File: src/rtl/scafifo_pkg.sv
// Shared types, constants and layout tables for the scancode-to-ASCII FIFO.
// No dependencies; scafifo_xlate and the top level import this package.
package scafifo_pkg;

   // Character buffer geometry
   localparam int BufferDepth = 256;
   localparam int PtrWidth    = $clog2(BufferDepth);
   localparam int CharWidth   = 7;
   localparam int CodeWidth   = 8;

   // Request opcodes
   localparam logic OpScan = 1'b0;
   localparam logic OpRead = 1'b1;

   // Set-1 scancodes of interest
   localparam logic [CodeWidth-1:0] ScLShift  = 8'h2A;
   localparam logic [CodeWidth-1:0] ScRShift  = 8'h36;
   localparam logic [CodeWidth-1:0] ScRelease = 8'h80;

   // Layout tables cover make codes 0x00 to 0x39
   localparam int LayoutSize  = 58;
   localparam int LayoutIndex = $clog2(LayoutSize);

   localparam logic [CharWidth-1:0] PlainLayout [LayoutSize] = '{
      7'h00, 7'h00, 7'h31, 7'h32, 7'h33, 7'h34, 7'h35, 7'h36, 7'h37, 7'h38,
      7'h39, 7'h30, 7'h2D, 7'h3D, 7'h08, 7'h09, 7'h71, 7'h77, 7'h65, 7'h72,
      7'h74, 7'h79, 7'h75, 7'h69, 7'h6F, 7'h70, 7'h5B, 7'h5D, 7'h0A, 7'h00,
      7'h61, 7'h73, 7'h64, 7'h66, 7'h67, 7'h68, 7'h6A, 7'h6B, 7'h6C, 7'h3B,
      7'h27, 7'h60, 7'h00, 7'h5C, 7'h7A, 7'h78, 7'h63, 7'h76, 7'h62, 7'h6E,
      7'h6D, 7'h2C, 7'h2E, 7'h2F, 7'h00, 7'h00, 7'h00, 7'h20
   };

   localparam logic [CharWidth-1:0] ShiftedLayout [LayoutSize] = '{
      7'h00, 7'h00, 7'h21, 7'h40, 7'h23, 7'h24, 7'h25, 7'h5E, 7'h26, 7'h2A,
      7'h28, 7'h29, 7'h5F, 7'h2B, 7'h08, 7'h09, 7'h51, 7'h57, 7'h45, 7'h52,
      7'h54, 7'h59, 7'h55, 7'h49, 7'h4F, 7'h50, 7'h7B, 7'h7D, 7'h0A, 7'h00,
      7'h41, 7'h53, 7'h44, 7'h46, 7'h47, 7'h48, 7'h4A, 7'h4B, 7'h4C, 7'h3A,
      7'h22, 7'h7E, 7'h00, 7'h7C, 7'h5A, 7'h58, 7'h43, 7'h56, 7'h42, 7'h4E,
      7'h4D, 7'h3C, 7'h3E, 7'h3F, 7'h00, 7'h00, 7'h00, 7'h20
   };

   // Decoder verdict on one scancode
   typedef struct packed {
      logic                 shift_make;
      logic                 shift_break;
      logic [CharWidth-1:0] ch;   // zero when the code yields no character
   } xlate_result_type;

endpackage

File: src/rtl/scafifo_ram.sv
// Generic single-clock RAM: one write port, one read port, registered read data.
// No dependencies.
module scafifo_ram #(
   parameter int Width = 8,
   parameter int Depth = 256
) (
   input  logic                     clock,
   input  logic                     wr_en,
   input  logic [$clog2(Depth)-1:0] wr_addr,
   input  logic [Width-1:0]         wr_data,
   input  logic                     rd_en,
   input  logic [$clog2(Depth)-1:0] rd_addr,
   output logic [Width-1:0]         rd_data
);

   logic [Width-1:0] mem_ff [Depth];
   logic [Width-1:0] rd_data_ff;

   // Write and registered read
   always_ff @(posedge clock) begin
      if (wr_en) begin
         mem_ff[wr_addr] <= wr_data;
      end
      if (rd_en) begin
         rd_data_ff <= mem_ff[rd_addr];
      end
   end

   assign rd_data = rd_data_ff;

endmodule

File: src/rtl/scafifo_xlate.sv
// Scancode decoder: classifies shift make/break codes and looks up characters.
// Depends on scafifo_pkg for the layout tables and the result struct.
module scafifo_xlate (
   input  logic [scafifo_pkg::CodeWidth-1:0] scan_code,
   input  logic                              shift_held,
   output scafifo_pkg::xlate_result_type     result
);
   import scafifo_pkg::*;

   logic                   in_table;
   logic [LayoutIndex-1:0] index;
   logic [CharWidth-1:0]   plain_ch;
   logic [CharWidth-1:0]   shifted_ch;

   // Restrict lookups to make codes inside the table
   assign in_table = ((scan_code & ScRelease) == '0) &&
                     (scan_code < CodeWidth'(LayoutSize));
   assign index    = in_table ? scan_code[LayoutIndex-1:0] : '0;

   assign plain_ch   = PlainLayout[index];
   assign shifted_ch = ShiftedLayout[index];

   // Classify the code and pick the layout by shift state
   always_comb begin
      result.shift_make  = (scan_code == ScLShift) || (scan_code == ScRShift);
      result.shift_break = (scan_code == (ScLShift | ScRelease)) ||
                           (scan_code == (ScRShift | ScRelease));
      if (in_table && !result.shift_make) begin
         result.ch = shift_held ? shifted_ch : plain_ch;
      end else begin
         result.ch = '0;
      end
   end

endmodule

File: src/rtl/scancode_to_ascii_fifo.sv
// Top level of the set-1 scancode to ASCII translator with character FIFO.
// Depends on scafifo_pkg, scafifo_xlate and scafifo_ram.
//
// Usage:
//   Request channel: drive req_opcode and req_scan_code and raise start; the
//   beat is taken at a rising edge where start is high and busy is low.
//   busy stays low, so one beat can be taken every cycle.
//   Opcode scan feeds one raw scancode; opcode read pops the oldest character.
//   Response channel: every request beat yields one response beat, shown for
//   exactly one cycle with rsp_strobe high, in the cycle after the request.
//   The character comes from the registered read of the character RAM;
//   throughput is one beat per cycle.
//   The receiver cannot stall: each response beat is taken as it appears.
//   A full buffer (depth minus one characters) drops new characters and
//   flags rsp_char_dropped; a read from an empty buffer returns no character.
//   Reset clears the shift flag, the strobe and both pointers; the RAM is not cleared,
//   since an entry is only read after it has been written.
module scancode_to_ascii_fifo (
   input  logic                                clock,
   input  logic                                reset,
   input  logic                                start,
   output logic                                busy,
   input  logic                                req_opcode,
   input  logic [scafifo_pkg::CodeWidth-1:0]   req_scan_code,
   output logic                                rsp_strobe,
   output logic [scafifo_pkg::CharWidth-1:0]   rsp_ascii_char,
   output logic                                rsp_char_valid,
   output logic                                rsp_buffer_not_empty,
   output logic                                rsp_char_dropped
);
   import scafifo_pkg::*;

   logic                  accept;
   xlate_result_type      xlate;

   logic                  shift_ff,     shift_in;
   logic [PtrWidth-1:0]   wr_ptr_ff,    wr_ptr_in;
   logic [PtrWidth-1:0]   rd_ptr_ff,    rd_ptr_in;
   logic                  strobe_ff,    strobe_in;
   logic                  valid_ff,     valid_in;
   logic                  not_empty_ff, not_empty_in;
   logic                  dropped_ff,   dropped_in;

   logic [PtrWidth-1:0]   wr_ptr_next;
   logic [PtrWidth-1:0]   rd_ptr_next;
   logic                  ram_wr_en;
   logic                  ram_rd_en;
   logic [CharWidth-1:0]  ram_rd_data;

   assign busy   = 1'b0;
   assign accept = start && !busy;

   // Decode the incoming scancode against the current shift state
   scafifo_xlate u_xlate (
      .scan_code  (req_scan_code),
      .shift_held (shift_ff),
      .result     (xlate)
   );

   // Advance pointers with wrap at the buffer depth
   assign wr_ptr_next = (wr_ptr_ff == PtrWidth'(BufferDepth - 1)) ?
                        '0 : wr_ptr_ff + PtrWidth'(1);
   assign rd_ptr_next = (rd_ptr_ff == PtrWidth'(BufferDepth - 1)) ?
                        '0 : rd_ptr_ff + PtrWidth'(1);

   // Update shift state, pointers and response flags for one beat
   always_comb begin
      shift_in   = shift_ff;
      wr_ptr_in  = wr_ptr_ff;
      rd_ptr_in  = rd_ptr_ff;
      ram_wr_en  = 1'b0;
      ram_rd_en  = 1'b0;
      valid_in   = 1'b0;
      dropped_in = 1'b0;
      strobe_in  = accept;
      if (accept) begin
         if (req_opcode == OpRead) begin
            if (wr_ptr_ff != rd_ptr_ff) begin
               ram_rd_en = 1'b1;
               valid_in  = 1'b1;
               rd_ptr_in = rd_ptr_next;
            end
         end else if (xlate.shift_make) begin
            shift_in = 1'b1;
         end else if (xlate.shift_break) begin
            shift_in = 1'b0;
         end else if (xlate.ch != '0) begin
            if (wr_ptr_next != rd_ptr_ff) begin
               ram_wr_en = 1'b1;
               wr_ptr_in = wr_ptr_next;
            end else begin
               dropped_in = 1'b1;
            end
         end
      end
      not_empty_in = (wr_ptr_in != rd_ptr_in);
   end

   // Character store
   scafifo_ram #(
      .Width (CharWidth),
      .Depth (BufferDepth)
   ) u_ram (
      .clock   (clock),
      .wr_en   (ram_wr_en),
      .wr_addr (wr_ptr_ff),
      .wr_data (xlate.ch),
      .rd_en   (ram_rd_en),
      .rd_addr (rd_ptr_ff),
      .rd_data (ram_rd_data)
   );

   // Hold control state
   always_ff @(posedge clock) begin
      if (reset) begin
         shift_ff  <= 1'b0;
         wr_ptr_ff <= '0;
         rd_ptr_ff <= '0;
         strobe_ff <= 1'b0;
      end else begin
         shift_ff  <= shift_in;
         wr_ptr_ff <= wr_ptr_in;
         rd_ptr_ff <= rd_ptr_in;
         strobe_ff <= strobe_in;
      end
   end

   // Hold response flags for the beat
   always_ff @(posedge clock) begin
      valid_ff     <= valid_in;
      not_empty_ff <= not_empty_in;
      dropped_ff   <= dropped_in;
   end

   // Drive the response beat; the character comes straight from the RAM
   assign rsp_strobe           = strobe_ff;
   assign rsp_char_valid       = valid_ff;
   assign rsp_ascii_char       = valid_ff ? ram_rd_data : '0;
   assign rsp_buffer_not_empty = not_empty_ff;
   assign rsp_char_dropped     = dropped_ff;

endmodule

File: config.mk
export PLATFORM = sky130hd
export DESIGN_NAME = scancode_to_ascii_fifo
export DESIGN_NICKNAME = d
export VERILOG_FILES = /design/src/rtl/scafifo_pkg.sv /design/src/rtl/scafifo_ram.sv /design/src/rtl/scafifo_xlate.sv /design/src/rtl/scancode_to_ascii_fifo.sv
export SDC_FILE = /design/constraint.sdc
export NUM_CORES = 2
export LEC_CHECK = 0
export BUFFER_PORTS_ARGS = -buffer_cell sky130_fd_sc_hd__buf_2
export CORE_AREA = 4 4 402 404
export CTS_CLUSTER_DIAMETER = 150
export DETAILED_ROUTE_END_ITERATION = 6
export DIE_AREA = 0 0 406 408
export PLACE_DENSITY = 0.62
export SLEW_MARGIN = 20
export SYNTH_ARGS = -nofsm -noshare
export SYNTH_HDL_FRONTEND = slang
export SYNTH_SLANG_ARGS = --single-unit
File: constraint.sdc
create_clock -name clock -period 31.7 [get_ports clock]
set_input_delay 6.34 -clock clock [delete_from_list [all_inputs] [get_ports clock]]
set_output_delay 6.34 -clock clock [all_outputs]
set_load 0.1 [all_outputs]
# [Word-level counts from Yosys, hierarchy flattened]
# Memory sizes are Yosys's and may differ from the RTL's. A register that Yosys moved wholly into a read port is not among the register bits.
# Index checks and enable logic that the tools add are counted.
[word_totals] mem_count=3 mem_bits_rw=1792 reg_bits=21 output_inout_bits=12 latchBits=0 mem_bits_ro=896
[mem_list] name="u_ram.mem_ff" words=256 word_bits=7 read_ports=1 rd_ports_with_merged_regs=1 wr=1 line="scafifo_ram.sv:16" rtl="logic [Width-1:0] mem_ff [Depth];"
[mem_list] name="(name not given)" words=64 word_bits=7 read_ports=1 rd_ports_with_merged_regs=0 wr=0 line="scafifo_xlate.sv:20" rtl="assign plain_ch = PlainLayout[index];"
[mem_list] name="(name not given)" words=64 word_bits=7 read_ports=1 rd_ports_with_merged_regs=0 wr=0 line="scafifo_xlate.sv:21" rtl="assign shifted_ch = ShiftedLayout[index];"
[op_classes] n_reduce_logical=10 addsub=2 eq_ne=9 shift=0 n_mul=0 magnitude_cmp=2 n_mux=33 n_div=0 n_bitwise=4
[ops] op="8-bit 2-to-1 mux" n=11
[ops] op="7-bit 2-to-1 mux" n=7
[ops] op="8-bit equality test, second input constant" n=4
[ops] op="8-bit != test" n=3
[ops] op="8-bit by 1-bit adder with 8-bit output, second input constant" n=2
[ops] op="8-bit by 6-bit equality test with 1-bit output, second input constant" n=2
[ops] op="1-bit 2-to-1 mux" n=14
[ops] op="8-bit zero test" n=1
[ops] op="8-bit by 6-bit < comparator with 1-bit output, second input constant" n=1
[ops] op="7-bit greater-or-equal comparator, second input constant" n=1
[ops] op="6-bit NOT with 7-bit output" n=1
[ops] op="7-bit nonzero test" n=1
[ops] op="6-bit 2-to-1 mux" n=1
[ops] op="5-bit OR reduction" n=1
[ops] op="1-bit NOT" n=3
[ops] op="3-bit AND reduction" n=1
[ops] op="1-bit logical AND" n=2
[ops] op="1-bit logical OR" n=2
[ops] op="2-bit nonzero test" n=1
[ops] op="1-bit zero test" n=1

# [Depth between registers and ports, before layout]
[logic_depth] ltp_word=17 ltp_mapped=18

# [Cells and area by module]
# Synthesis repeated with hierarchy kept, for this count alone.
[hier_totals] cells_unflattened=3827 area_unflattened_um2=73475.5
[modules_own_cells] mod="scafifo_ram" cells_each=3381 area_each_um2=70267.4 instances=1
[modules_own_cells] mod="scancode_to_ascii_fifo" cells_each=212 area_each_um2=1656.6 instances=1
[modules_own_cells] mod="scafifo_xlate" cells_each=234 area_each_um2=1551.5 instances=1

# [Worst setup path after synthesis]
# No wires, ideal clock.
[synth_path] kind="input-to-reg" from="in req_scan_code[7] (netlist bit)" to="mem u_ram.mem_ff[103][0] (netlist bit), enable pin" slack_ns=10.313 required_ns=31.340 path_stages=18 n_path_buf=3 arrival_ns=21.027 cell_sequence="buf_2 > nor2_2 > o21a_1 > nand2_1 > inv_1 > ha_1 > clkbuf_1 > nand2_1 > a211o_1 > a21oi_1 > a311oi_1 > a211oi_1 > or2_2 > o21ai_4 > nor2_1 > nand3_1 > buf_2 > nor2_1"
[synth_via] elab_chain_len=17
[synth_rtl] item="start, declared" line="scancode_to_ascii_fifo.sv:24" rtl="input logic [scafifo_pkg::CodeWidth-1:0] req_scan_code,"
[synth_rtl] item="8-bit by 6-bit < comparator with 1-bit output / 8-bit zero test (equally long branches)" line="scafifo_xlate.sv:17, scafifo_xlate.sv:16"
[synth_rtl] item="1-bit logical AND" line="scafifo_xlate.sv:16" rtl="assign in_table = ((scan_code & ScRelease) == '0) &&"
[synth_rtl] item="6-bit 2-to-1 mux" line="scafifo_xlate.sv:18" rtl="assign index = in_table ? scan_code[LayoutIndex-1:0] : '0;"
[synth_rtl] item="6-bit NOT with 7-bit output (not written as such)" line="scafifo_xlate.sv:20, scafifo_xlate.sv:21"
[synth_rtl] item="memory read 64 x 7 bit (on tied branches)"
[synth_rtl] item="7-bit 2-to-1 mux (on tied branches) (2 in a row)" line="scafifo_xlate.sv:20, scafifo_xlate.sv:21"
[synth_rtl] item="7-bit 2-to-1 mux" line="scafifo_xlate.sv:29" rtl="result.ch = shift_held ? shifted_ch : plain_ch;"
[synth_rtl] item="7-bit 2-to-1 mux (*)" line="scafifo_xlate.sv:28" rtl="if (in_table && !result.shift_make) begin"
[synth_rtl] item="named net u_ram.wr_data[4]" line="scafifo_ram.sv:10" rtl="input logic [Width-1:0] wr_data,"
[synth_rtl] item="7-bit nonzero test (*)" line="scancode_to_ascii_fifo.sv:87" rtl="end else if (xlate.ch != '0) begin"
[synth_rtl] item="1-bit 2-to-1 mux (*)" line="scancode_to_ascii_fifo.sv:87"
[synth_rtl] item="1-bit 2-to-1 mux (*)" line="scancode_to_ascii_fifo.sv:85" rtl="end else if (xlate.shift_break) begin"
[synth_rtl] item="1-bit 2-to-1 mux (*)" line="scancode_to_ascii_fifo.sv:83" rtl="end else if (xlate.shift_make) begin"
[synth_rtl] item="1-bit 2-to-1 mux (*)" line="scancode_to_ascii_fifo.sv:77" rtl="if (req_opcode == OpRead) begin"
[synth_rtl] item="1-bit 2-to-1 mux (*)" line="scancode_to_ascii_fifo.sv:76" rtl="if (accept) begin"
[synth_rtl] item="1-bit 2-to-1 mux (*)" line="scafifo_ram.sv:21" rtl="if (wr_en) begin"
[synth_rtl] item="1-bit 2-to-1 mux (not written as such) (*)" line="scafifo_ram.sv:22" rtl="mem_ff[wr_addr] <= wr_data;"
[synth_rtl] item="end, declared" line="scafifo_ram.sv:16"
# The timed path passes the listed nets; every way through them passes the cells marked *. The select of a mux whose other input is x is not followed.

# [Worst setup path after layout]
[layout_path] from="in req_scan_code[2] (netlist bit)" to="mem u_ram.mem_ff[124][4] (netlist bit), enable pin"
[layout_via] elab_chain_len=17
[layout_rtl] item="8-bit by 6-bit < comparator with 1-bit output" line="scafifo_xlate.sv:17" rtl="(scan_code < CodeWidth'(LayoutSize));"
[layout_rtl] item="1-bit logical AND" line="scafifo_xlate.sv:16"
[layout_rtl] item="6-bit 2-to-1 mux" line="scafifo_xlate.sv:18"
[layout_rtl] item="6-bit NOT with 7-bit output (not written as such)" line="scafifo_xlate.sv:20, scafifo_xlate.sv:21"
[layout_rtl] item="memory read 64 x 7 bit (on tied branches)"
[layout_rtl] item="7-bit 2-to-1 mux (on tied branches) (2 in a row)" line="scafifo_xlate.sv:20, scafifo_xlate.sv:21"
[layout_rtl] item="7-bit 2-to-1 mux" line="scafifo_xlate.sv:29"
[layout_rtl] item="7-bit 2-to-1 mux (*)" line="scafifo_xlate.sv:28"
[layout_rtl] item="named net u_ram.wr_data[4]" line="scafifo_ram.sv:10"
[layout_rtl] item="7-bit nonzero test (*)" line="scancode_to_ascii_fifo.sv:87"
[layout_rtl] item="1-bit 2-to-1 mux (*)" line="scancode_to_ascii_fifo.sv:87"
[layout_rtl] item="1-bit 2-to-1 mux (*)" line="scancode_to_ascii_fifo.sv:85"
[layout_rtl] item="1-bit 2-to-1 mux (*)" line="scancode_to_ascii_fifo.sv:83"
[layout_rtl] item="1-bit 2-to-1 mux (*)" line="scancode_to_ascii_fifo.sv:77"
[layout_rtl] item="1-bit 2-to-1 mux (*)" line="scancode_to_ascii_fifo.sv:76"
[layout_rtl] item="1-bit 2-to-1 mux (*)" line="scafifo_ram.sv:21"
[layout_rtl] item="1-bit 2-to-1 mux (not written as such) (*)" line="scafifo_ram.sv:22"
# Marked as above.

==> metrics.md <==
| Metric | Value |
|---|---|
| Setup tns final | 0 ns |
| Static Leakage | 24.1 nW |
| CTS Buf Count | 179 |
| Max Fanout on Critical Path | 171 |
| Post-CTS Resized | 0 |
| DR iter-0 viols | 4,653 |
| Arrival time at the worst endpoint | 12.25 ns |
| RSZ-0062 raised after global routing | false |
| Final WL | 176,000 µm |
| Sequential share of power | 54.1% |
| Worst-Skew Late Latency | 0.82 ns |
| Final min period | 11.82 ns |
| Final instance area | 80,700 µm² |
| Setup crit end kind | flip-flop |
| Drt pass-1 iters | 7 |
| Core Util, Final | 51.1% |
| RePlAce Congestion | 0.895 |
| FF+latch count, synth | 1,820 |
| Pwr per Cell Area | 60.4 nW/µm² |
| Status | finished, final reports clean |
| Maxcap violations | 0 |
| Initial core utilization | 45.9% |
| Setup CP Type | in -> reg |
| Final Power | 4.87 mW |
| CP max stage delay | 0.58 ns |
| Detail Placement HPWL | 103,000 µm |
| Area growth from synthesis to layout | 11.4% |
| Mapped cell area | 72,500 µm² |
| CTS tree | done |
| Minimum hold slack | 0.651 ns |
| Die width | 406 µm |
| Remaining global-route overflow | 0 |
| Syn Nets | 3,338 |
| Cells after Synth | 3,308 |
| DIE AREA | 166,000 µm² |
| Worst slew pin tran | 1.16 ns |
| Root Driver | clkbuf_16 |
| Cell variety after synth | 80 |
| Final nets | 3,395 |
| Cell Int Power | 3.87 mW |
| Cells along the critical path | buf_2 -> nor2_1 -> o21a_1 -> nand2_1 -> inv_1 -> ha_1 -> inv_1 -> mux2i_1 -> a21oi_1 -> or3_1 -> a211oi_4 -> buf_12 -> nor2_1 -> a21oi_1 -> buf_4 -> nand4_1 -> buf_4 -> nor2_1 |
| Clock network power share | 42.8% |
| Final Max Tran Viols | 0 |
| Synth Area per Inst | 21.9 µm² |
| Max Root-Sink Buffers | 3 |
| IO Pins | 24 |
| Switching pwr | 1.00 mW |
| Routed Antenna Nets | 0 |
| Initial antenna violation count | 11 |
| Largest net degree at the start of global routing | 211 |
| Gate power share | 3.1% |
| Final setup fails | 0 |
| Pre-CTS WS | 19.23 ns |
| Hold Crit Class | reg -> reg |
| Worst slew margin | 22.4% |
| Crit-path slowest cell | buf_12 |
| FF-to-FF setup slack | 26.17 ns |
| Clk_skew | 0.0389 ns |
| Cell area after placement | 74,900 µm² |
| Async S/R FF share, synth | 0% |
| Postcts setup bufs | 0 |
| Clock H-tree levels | 4 |
| Core area | 158,000 µm² |
| Cells after DPL | 5,253 |
| Highest Clock Rate | 84.6 MHz |
| Post-synth top area share | 74.6% |
| Hold Path Origin | wr_ptr_ff[0]$_SDFF_PP0_ |
| Clk sink count | 1,820 |
| Switching Fraction | 20.6% |
| Most used cell, CP | nor2_1 |
| WP data required | 32.12 ns |
| Number of synthesized flops with an enable pin | 1,799 |
| Crit path from | req_scan_code[2] |
| PortBufs | 22 |
| Origin of the critical flop-to-flop path | rd_ptr_ff[0]$_SDFF_PP0_ |
| DR WL/cell | 31.5 µm |
| Die Ht | 408 µm |
| Vias in the first global route | 34,500 |
| Global-route usage over all layers | 21.5% |
| Clock transition at path regs | 0.06 ns |
| Final Hold Vio Count | 0 |
| Ys flop type | edfxtp_1 |
| Peak VDD IR | 0.0000411 V |
| DRC Markers | 0 |
| Non-filler cells, final | 5,579 |
| Crit share post-route | 37.3% |
| Via-per-instance ratio | 6.18 |
| Yosys top cell by area | edfxtp_1 |
| Ratio of cells with drive above 1 in the final layout | 28.0% |
| First-pass GRT wire length | 257,000 µm |
| Worst setup margin | 19.88 ns |
| Via count | 34,500 |
| Startpoint Class | primary input |
| Synth warn | 0 |
| Top cells by area, synth | edfxtp_1 (75%), mux4_2 (18%), nor2_1 (1.5%) |
| # hold bufs at CTS | 0 |
| Sequential element share of the synthesized area | 75.1% |
| Rows | 146 |
==> critical path, delay by kind of cell <==
kind            cells  cell delay, ns
compound gates      4            0.78
buf+inv             6            2.09
fa+ha+maj           1            0.42
simple gates        6            2.21
mux                 1            0.21
==> power by group through the flow <==
stage	combinational, mW	clock [mW]	sequential, mW
floorplan	0.0993	0	2.70
global placement	0.150	0	2.69
detailed placement	0.150	0	2.69
CTS	0.150	2.12	2.64
global route	0.161	2.23	2.63
finish	0.150	2.08	2.64
==> Yosys cell counts, drive strengths merged, types with 10 or more instances <==
cell,count
inv,19
nand2,44
mux4,594
dfxtp,21
xnor2,22
nor2,297
nor3,10
nand3,27
and2,17
ha,18
nand4,13
a21oi,27
edfxtp,1799
or3,10
nor2b,18
o21ai,31
clkbuf,102
buf,105
o211ai,11
==> logic make-up (layout without fill, tap and decap cells) <==
group                      Yosys count  count (layout)  synth area share [%]
and+or+nand+nor                    470             470                  2.94
muxes                              605             605                  18.6
DFF                               1820            1820                  75.1
adders and majority gates           18              18                 0.311
buffers and inverters              227             425                  1.33
AOI/OAI and AO/OA                  140             140                  1.33
xor gates and xnor gates            27              27                 0.326
other                                1               2               0.00518
==> placed cells by master (no fill, tap or decap), types with 23 or more instances in the layout <==
cell type	instances
a21oi_1	27
buf_4	53
clkbuf_1	40
clkbuf_16	184
clkinv_1	26
clkinv_2	32
edfxtp_1	1799
mux4_2	594
nand2_1	40
nand3_1	23
nor2_1	291
o21ai_0	25
==> cell type report <==
class | count | area (µm²)
fill | 12200 | 77100
sequential | 1820 | 54500
multi-input combinational | 1261 | 17100
clock buffer | 224 | 4750
tap | 2072 | 2590
clock inverter | 98 | 957
timing repair buffer | 83 | 682
inverter | 20 | 97.6
antenna | 1 | 2.50
==> final timing paths <==
path | to | cells after the start
setup / recovery | u_ram.mem_ff[124][4]$_DFFE_PP_ | 18
hold / removal | wr_ptr_ff[0]$_SDFF_PP0_ | 2
setup reg to reg | u_ram.rd_data[6]$_DFFE_PP_ | 7
hold reg to reg | wr_ptr_ff[0]$_SDFF_PP0_ | 2
==> registers in the layout, indices dropped and copies added, names as in the netlist <==
register and count:
wr_ptr_ff 8, rsp_char_dropped 1, u_ram.mem_ff 1792, rsp_char_valid 1, rsp_buffer_not_empty 1, rd_ptr_ff 8
rsp_strobe 1, shift_ff 1, u_ram.rd_data 7
==> routing by layer <==
metal,track usage [%],up-vias,routed length (µm)
li1,-,14000,-
met1,31.8,18600,73000
met2,33.3,1604,84400
met3,4.10,226,14500
met4,5.30,4,3890
met5,0,-,27
Note: power is estimated with default switching activity, not from simulation.
